## src/lrnm_ram.sv

```systemverilog
module lrnm_ram #(
  parameter int WIDTH = 27,
  parameter int DEPTH = 64
) (
  input  logic                     clk,
  input  logic                     we,
  input  logic [$clog2(DEPTH)-1:0] waddr,
  input  logic [WIDTH-1:0]         wdata,
  input  logic [$clog2(DEPTH)-1:0] raddr,
  output logic [WIDTH-1:0]         rdata
);

  logic [WIDTH-1:0] mem [DEPTH];

  always_ff @(posedge clk) begin
    if (we) mem[waddr] <= wdata;
    rdata <= mem[raddr];
  end

endmodule

```

## config.mk

```make
export PLATFORM = sky130hd
export DESIGN_NAME = lrnm_ram
export DESIGN_NICKNAME = d
export VERILOG_FILES = /design/src/lrnm_ram.sv
export SDC_FILE = /design/constraint.sdc
export NUM_CORES = 1
export LEC_CHECK = 0
export BUFFER_PORTS_ARGS = -buffer_cell sky130_fd_sc_hd__buf_2
export CAP_MARGIN = 20
export CORE_MARGIN = 2
export CORE_UTILIZATION = 55
export DETAILED_ROUTE_END_ITERATION = 6
export PLACE_DENSITY = 0.8
export REMOVE_ABC_BUFFERS = 1
export SETUP_SLACK_MARGIN = 0.5
export SLEW_MARGIN = 20
export SYNTH_ARGS = -nofsm -noshare
export SYNTH_HDL_FRONTEND = slang
export SYNTH_SLANG_ARGS = --single-unit
```

## constraint.sdc

```tcl
create_clock -name clk -period 3.7 [get_ports clk]
set_input_delay 1.11 -clock clk [delete_from_list [all_inputs] [get_ports clk]]
set_output_delay 1.11 -clock clk [all_outputs]
set_load 0.005 [all_outputs]
```

==> results_dict.tcl <==
set metrics [dict create \
    initial_core_util_pct 55.5 \
    numCtsBuffers 163 \
    grt_pass1_vias 33900 \
    fin_skew_ns 0.0341 \
    critPathKind "in -> reg" \
    clock-sinks 1755 \
    routed_wl_um 170000 \
    min_path_cells 1 \
    post-route-min-period_ns 3.04 \
    htreeDepth 4 \
    nets 3344 \
    r2r_cells 5 \
    critPathLaunchType "input port" \
    viasPerCell 6.71 \
    synth_edf_count 1728 \
    hold_class "in -> reg" \
    port_buffers 67 \
    path_max_fanout 23 \
    fp.coreArea_um2 120000 \
    postSynthCellCount 3002 \
    die_y_um 352 \
    grt_max_degree 94 \
    hold_violations 0 \
    overflow 0 \
    fmax_ghz 0.329 \
    vdd_drop_max_mv 0.483 \
    clock_path_buffers 3 \
    drt-wirelength-per-cell_um 33.6 \
    finalMaxSlewViolations 0 \
    design_area_um2 76000 \
    outcome "finished clean" \
    cpPeakStageDelay_ns 0.56 \
    antenna_found_initial 14 \
    final_cell_mix "edfxtp_1 (1728), mux4_2 (344), mux2i_1 (273)" \
    power_density_nw_per_um2 536 \
    endpoint_kind "flip-flop" \
    crit_slowest_cell "o22ai_1" \
    ys_ff_latch 1755 \
    vias 33900 \
    fp.dieW_um 352 \
    cts_tree "built" \
    clock_latency_ns 0.79 \
    ys_async_sr_fraction_pct 0 \
    yosysTopAreaCellShare_pct 77.9 \
    area_growth_pct 14.1 \
    dr.pass1.iters 6 \
    synth_cell_types 30 \
    synth-main-ff-cell "edfxtp_1" \
    crit_required_ns 4.36 \
    utilization_pct 63.4 \
    cts_resized 0 \
    rsz0062_at_grt "no" \
    crit_arrival_ns 3.70 \
    gp_congestion 0.843 \
    path_depth 7 \
    max_cap_viol_count 0 \
    place_area_um2 70800 \
    synthTopCellsByArea "edfxtp_1 (78%), mux4_2 (12%), mux2i_1 (4.1%), a22oi_1 (1.1%), dfxtp_1 (0.81%)" \
    pin_count 68 \
    yosysSeqAreaShare_pct 78.7 \
    leakagePower_nw 24.7 \
    worst_slew_pin_slew_ns 1.03 \
    grtUsageTotal_pct 27.5 \
    hpwl_um 95500 \
    drive_above_1_share_pct 27.7 \
    post_cts_buffers 0 \
    synth_top_area_cell "edfxtp_1" \
    slew_headroom_pct 30.4 \
    ant_nets 0 \
    cp_num_buf_inv 3 \
    yosys_warnings 0 \
    worstPathCellList "buf_8 -> buf_12 -> buf_4 -> mux4_2 -> o22ai_1 -> o31ai_1 -> and3_1" \
    finalSetupViolCount 0 \
    drc 0 \
    root_buffer "clkbuf_16" \
    rows 127 \
    dieArea_um2 124000 \
    holdBufCountCts 0 \
    path_delay_family "compound AO/OA/AOI/OAI gates" \
    clk_pin_slew_ns 0.06 \
    syn-cell-area_um2 66600 \
    grt_pass1_wl_um 243000 \
    final.period_utilization_pct 82.1 \
    syn_area_per_cell_um2 22.2 \
    drt-initial-drc-count 5122 \
    final_common_cell "edfxtp_1" \
]
## path summary, 6_finish.rpt
path                                    to        from  slack, ns
worst max-delay path             rdata[20]    raddr[0]       0.66
worst min-delay path            mem[42][5]    wdata[5]       0.77
worst max register to register    rdata[4]   mem[6][4]       1.41
worst min register to register    rdata[0]  mem[10][0]       0.86
## routing by layer
metal / vias up / share of wire [%] / GRT usage (%)
met2: 2586 / 49 / 43.8
met3: 456 / 12 / 5.51
li1: 13300 / - / -
met4: 10 / 5.4 / 14.0
met5: - / 0.036 / 0
met1: 17500 / 34 / 36.4
## sequential cells by signal (all words and copies together), names as in the netlist
register / count
rdata: 27
mem: 1728
## report_power, final
| part | switching, mW | internal [mW] |
|---|---|---|
| clock network | 7.12 | 9.37 |
| registers | 0.0854 | 22.0 |
| logic | 1.35 | 0.802 |
## through the flow
stage	TNS [ns]	total power, mW	hold slack [ns]	setup slack (ns)	std cells
2_1_floorplan	-3.37	23.2	0.775	-0.0661	2827
3_3_place_gp	-0.138	24.5	0.803	-0.138	4749
3_5_place_dp	-0.00248	24.6	0.832	-0.00248	4749
4_1_cts	0	40.8	0.757	0.749	5045
5_1_grt	0	41.6	0.760	0.645	5047
6_report	0	40.7	0.771	0.662	5049
## worst register-to-register path, cell delays in order (launching register included)
cell and delay (ns):
edfxtp_1 0.38, mux4_2 0.48, mux2i_1 0.45, o21ai_0 0.43
and3_1 0.31, buf_4 0.14
## cells by family after synthesis
| group | Yosys count | synth area share, % |
|---|---|---|
| AND/OR/NAND/NOR | 136 | 0.982 |
| buffers and inverters | 175 | 1.38 |
| AO/OA/AOI/OAI | 319 | 3.20 |
| multiplexers | 617 | 15.7 |
| flip-flops | 1755 | 78.7 |
## cells in the mapped netlist (all sizes together) (6+ instances only)
cell,number
edfxtp,1728
a22oi,100
nor2,75
mux2i,273
dfxtp,27
a21o,23
mux4,344
o31ai,23
and3,23
nand3,6
o21ai,46
nand2,6
clkbuf,63
o22ai,73
a31oi,50
buf,112
nor2b,6
## layout make-up
cell class / count / area, um2
flip-flops and latches: 1755 / 52400
fillers: 7444 / 43900
multi-input cells: 1072 / 13600
clock buffers: 214 / 4360
repair buffers: 311 / 2780
well taps: 1612 / 2020
clock inverters: 82 / 837
diodes: 3 / 7.51
No activity file was read; power rests on OpenSTA's default activity.
