<file path="config.mk">
export PLATFORM = sky130hd
export DESIGN_NAME = lrnm_mulmod
export DESIGN_NICKNAME = d
export VERILOG_FILES = /design/src/lrnm_pkg.sv /design/src/lrnm_mulmod.sv
export SDC_FILE = /design/constraint.sdc
export NUM_CORES = 1
export LEC_CHECK = 0
export BUFFER_PORTS_ARGS = -buffer_cell sky130_fd_sc_hd__buf_2
export CAP_MARGIN = 40
export CELL_PAD_IN_SITES_DETAIL_PLACEMENT = 0
export CELL_PAD_IN_SITES_GLOBAL_PLACEMENT = 1
export CORE_ASPECT_RATIO = 1.5
export CORE_MARGIN = 2
export CORE_UTILIZATION = 48
export DETAILED_ROUTE_END_ITERATION = 12
export PLACE_DENSITY_LB_ADDON = 0.1
export SYNTH_ARGS = -nofsm -noshare
export SYNTH_HDL_FRONTEND = slang
export SYNTH_SLANG_ARGS = --single-unit
</file>
<file path="constraint.sdc">
create_clock -name clk -period 6.73 [get_ports clk]
set_clock_uncertainty 0.05 [all_clocks]
set_input_delay 1.6825 -clock clk [delete_from_list [all_inputs] [get_ports clk]]
set_output_delay 1.6825 -clock clk [all_outputs]
set_load 0.1 [all_outputs]
</file>
<file path="src/lrnm_pkg.sv">
package lrnm_pkg;

  localparam int MAX_ORDER = 64;
  localparam int DATA_W    = 27;
  localparam int ORDER_W   = 7;
  localparam int INDEX_W   = 63;
  localparam int CFG_IDX_W = 2;

  localparam int VS_DEPTH = MAX_ORDER;
  localparam int VS_AW    = $clog2(VS_DEPTH);
  localparam int Q_DEPTH  = MAX_ORDER + 1;
  localparam int Q_AW     = $clog2(Q_DEPTH);
  localparam int S_DEPTH  = 2 * MAX_ORDER + 2;
  localparam int S_AW     = $clog2(S_DEPTH);
  localparam int BIT_CW   = $clog2(DATA_W);

  localparam logic [DATA_W:0]   PRIME     = 28'd104857601;
  localparam logic [DATA_W+1:0] PRIME_X2  = 29'd209715202;
  localparam logic [S_AW-1:0]   S_Q_BASE  = S_AW'(MAX_ORDER);

  localparam logic [CFG_IDX_W-1:0] CFG_ORDER      = 2'd0;
  localparam logic [CFG_IDX_W-1:0] CFG_TERM_INDEX = 2'd1;

  typedef enum logic [3:0] {
    ST_IDLE,
    ST_INIT,
    ST_BASE_RD,
    ST_BASE_WT,
    ST_TERM_RD,
    ST_TERM_GO,
    ST_TERM_WAIT,
    ST_WRITE,
    ST_CHECK,
    ST_FIN
  } state_t;

  typedef enum logic [2:0] {
    PH_QBUILD,
    PH_PBUILD,
    PH_PMUL,
    PH_QMUL,
    PH_CPP,
    PH_CPQ,
    PH_DIV
  } phase_t;

  function automatic logic [DATA_W-1:0] mod_add(input logic [DATA_W-1:0] a,
                                                input logic [DATA_W-1:0] b);
    logic [DATA_W:0] s;
    s = {1'b0, a} + {1'b0, b};
    if (s >= PRIME) s = s - PRIME;
    return s[DATA_W-1:0];
  endfunction

  function automatic logic [DATA_W-1:0] mod_sub(input logic [DATA_W-1:0] a,
                                                input logic [DATA_W-1:0] b);
    logic [DATA_W:0] s;
    if (a >= b) s = {1'b0, a} - {1'b0, b};
    else s = {1'b0, a} + PRIME - {1'b0, b};
    return s[DATA_W-1:0];
  endfunction

  function automatic logic [DATA_W-1:0] mod_neg(input logic [DATA_W-1:0] a);
    return (a == '0) ? '0 : PRIME[DATA_W-1:0] - a;
  endfunction

  function automatic logic [DATA_W-1:0] reduce_field(input logic [DATA_W-1:0] a);
    return ({1'b0, a} >= PRIME) ? a - PRIME[DATA_W-1:0] : a;
  endfunction

endpackage

</file>
<file path="src/lrnm_mulmod.sv">
module lrnm_mulmod (
  input  logic                       clk,
  input  logic                       rst,
  input  logic                       start,
  input  logic [lrnm_pkg::DATA_W-1:0] a,
  input  logic [lrnm_pkg::DATA_W-1:0] b,
  output logic                       done,
  output logic [lrnm_pkg::DATA_W-1:0] product
);
  import lrnm_pkg::*;

  // Interleaved multiply: one bit of b per cycle, msb first, reduced each step.
  logic              busy;
  logic [BIT_CW-1:0] cnt;
  logic [DATA_W-1:0] a_op;
  logic [DATA_W-1:0] b_op;
  logic [DATA_W-1:0] r;
  logic [DATA_W+1:0] t;
  logic [DATA_W+1:0] t_red;

  always_comb begin
    t = {1'b0, r, 1'b0} + (b_op[DATA_W-1] ? {2'b00, a_op} : '0);
    if (t >= PRIME_X2) t_red = t - PRIME_X2;
    else if (t >= {1'b0, PRIME}) t_red = t - {1'b0, PRIME};
    else t_red = t;
  end

  always_ff @(posedge clk) begin
    if (rst) begin
      busy <= 1'b0;
      done <= 1'b0;
      cnt  <= '0;
    end else begin
      done <= 1'b0;
      if (start) begin
        busy <= 1'b1;
        cnt  <= BIT_CW'(DATA_W - 1);
      end else if (busy) begin
        cnt <= cnt - 1'b1;
        if (cnt == '0) begin
          busy <= 1'b0;
          done <= 1'b1;
        end
      end
    end
  end

  always_ff @(posedge clk) begin
    if (start) begin
      a_op <= a;
      b_op <= b;
      r    <= '0;
    end else if (busy) begin
      r    <= t_red[DATA_W-1:0];
      b_op <= {b_op[DATA_W-2:0], 1'b0};
    end
  end

  assign product = r;

  a_prod_reduced: assert property (@(posedge clk) disable iff (rst)
    done |-> ({1'b0, product} < PRIME)) else $error("mulmod result not reduced");

endmodule

</file>
==> flow_summary.ini <==
[outcome]
status = finished clean

[finish]
nFillCells = 1184
antenna_cells = 0
areaGrowthSynthToFinish_pct = 14.4
finalNonFillerCells = 892
nets = 822
drive_gt1_frac = 0.207

[power_and_ir_drop]
p_leak_nw = 2.68
p_int_mw = 1.11
vdd_drop_max_mv = 0.197
power.total_mw = 1.87
sequentialPowerShare = 0.354
p_comb_frac = 0.383
p_sw_uw = 753
netSwitchingFraction = 0.404
pwr_density_cell_nw_per_um2 = 268
p_clk_frac = 0.263

[cts]
numCtsBuffers = 9
tritoncts = done
cts_num_sinks = 88
clock_latency_ns = 0.35
htreeDepth = 3
cts_hold_repair.buffers = 0
cts_root_buffer = clkbuf_16
post_cts_buffers = 0
path_clk_slew_ns = 0.07
cts.repair.resized = 0
clockBufferDepth = 2

[critical_path]
crit_required_ns = 6.93
critPathKind = reg2reg
crit_family = compound AO/OA/AOI/OAI gates
cp-endpoint = product[11]
rr_startpoint = b_op[26]
rr_endpoint = product[11]
crit_fanout = 27
critical_path_depth = 16
worstSetupStartpointType = flop
critPathArrivalTime_ns = 5.83
path_common_cell = a211oi_1
crit_buf_inv = 2
r2r_slack_ns = 1.10
critical_path.startpoint = b_op[26]
worst_setup_path_end_kind = flop
cp_slowest_stage_delay_ns = 0.92
reg2regPathDepth = 16
slowest_stage = edfxtp_1
critical_path.cell_chain = and2_1 -> ha_1 -> inv_1 -> fa_1 -> nand2b_1 -> a21oi_1 -> o21ai_0 -> a211oi_1 -> a211oi_1 -> or3_1 -> o31a_1 -> o41ai_4 -> buf_4 -> a211oi_1 -> xnor2_1 -> a211oi_1

[floorplan]
ioPinCount = 85
design.core.area_sq_um = 12400
initial_core_util = 0.490
die_area_sq_um = 13600
die_x_um = 96.0
die_h_um = 142
rows = 50

[global_route]
grt_use_met3 = 0.0482
grt_overflow_total = 0
grtUsageTotal = 0.262
use_met2 = 0.452
globalRouteMet1Util = 0.304
grt_pass1_vias = 5411
busiest_layer = met2
grt_max_degree = 57
antenna_found_initial = 0
grt_pass1_wl_mm = 27.3

[sta]
final.min_clock_period_ns = 5.63
holdWs_ns = 0.429
setup_viol = 0
min_period_over_period = 0.837
worst_pin_slew_ns = 0.931
hold_viol = 0
maxSlewViolCount = 0
rsz0062_at_grt = false
fmax_mhz = 177
tns_ns = 0
max-slew-margin-rel = 0.373

[placement]
hpwl_mm = 13.1
dp.cells = 876
port_buffers = 84
place.gp.congestion = 0.962

[drt]
drc = 0
wl_per_cell_um = 19.2
num_vias = 5334
final_antenna_net_count = 0
vias_per_cell = 5.98
dr.pass1.iters = 5
drt_iter0_drc = 276
drt_wl_total_mm = 17.2

[job]
max_cap_violations = 0

[synth]
synth_enable_flop_cells = 54
ys_ff_latch = 88
synth-seq-area-share = 0.378
synth_commonest_cells = nand2_1, nor2_1, edfxtp_1
synth_nets = 749
syn_area_sq_um = 6100
ys_types = 69
synth_area_leaders = edfxtp_1, dfxtp_1, ha_1, mux2_2, xnor2_1
synth_top_area_frac = 0.266
avgSynthCellArea_sq_um = 9.26
synth_flop_cell = edfxtp_1
syn_inst = 658
synth_most_common_cell = nand2_1
yosys.area.top_type = edfxtp_1
async_flop_share = 0
yosys_warnings = 0

[worst_hold_path]
hp-class = reg2reg
-- power by group through the flow --
stage | clock (mW) | sequential [mW] | combinational, mW
5_1_grt | 0.517 | 0.666 | 0.773
4_1_cts | 0.502 | 0.661 | 0.712
3_5_place_dp | 0 | 0.673 | 0.709
3_3_place_gp | 0 | 0.672 | 0.699
2_1_floorplan | 0 | 0.784 | 0.419
6_report | 0.491 | 0.660 | 0.715
-- per-stage QoR --
stage	worst slack, ns	area [sq um]	utilization
2_1_floorplan	1.88	6100	-
3_3_place_gp	1.15	6630	0.533
3_5_place_dp	1.08	6690	0.538
4_1_cts	1.06	6970	0.560
5_1_grt	0.555	6970	0.560
6_report	1.10	6970	0.560
-- sequential cells by signal, summed over array words and instances, names as in the netlist --
name	flops
busy	1
b_op	27
a_op	27
done	1
product	27
cnt	5
-- per-layer routing --
layer / part of all wire / wire, um
met3: 0.045 / 767
met1: 0.40 / 6820
met2: 0.50 / 8650
met4: 0.053 / 910
met5: 0 / 0
-- cell type report --
type	count	area (sq um)	area share
Clock inverter	6	52.6	0.00753
Timing Repair Buffer	93	526	0.0753
Inverter	20	75.1	0.0108
Multi-Input combinational cell	519	3590	0.515
Clock buffer	10	229	0.0328
Tap cell	156	195	0.0280
Sequential cell	88	2300	0.330
-- placed cells by master, fill, tap and decap left out, types with 27 or more instances in the layout --
master and instances:
o21ai_0 30, a21oi_1 45, dfxtp_1 34, buf_2 85, xnor2_1 27, mux2_2 27, and2_1 37, a211oi_1 28
nor2_1 55, edfxtp_1 54, ha_1 33, nand2_1 59
-- worst min-delay path by stage --
stage	start	slack, ns	cells after the start	endpoint
after global routing	product[16]	0.47	2	product[16]
final	product[15]	0.43	2	product[15]
after detailed placement	product[15]	0.43	2	product[15]
after CTS	product[15]	0.44	2	product[15]
after global placement	product[7]	0.42	2	product[7]
after floorplan	cnt[4]	0.47	2	done
-- worst reg2reg max path: stages, from the launching register on --
cell	delay, ns
edfxtp_1	0.92
and2_1	0.23
ha_1	0.20
inv_1	0.07
fa_1	0.40
nand2b_1	0.20
a21oi_1	0.41
o21ai_0	0.33
a211oi_1	0.31
a211oi_1	0.14
or3_1	0.44
o31a_1	0.37
o41ai_4	0.65
buf_4	0.29
a211oi_1	0.09
xnor2_1	0.15
a211oi_1	0.27
-- cells by family after synthesis --
kind of cell | after synthesis | share of synthesized area
AOI/OAI and AO/OA | 189 | 0.216
xor gates and xnor gates | 42 | 0.0603
adders and majority gates | 34 | 0.0710
buffers and inverters | 51 | 0.0326
DFF | 88 | 0.378
muxes | 30 | 0.0548
and+or+nand+nor | 224 | 0.187
No activity file was read; power rests on OpenSTA's default activity.
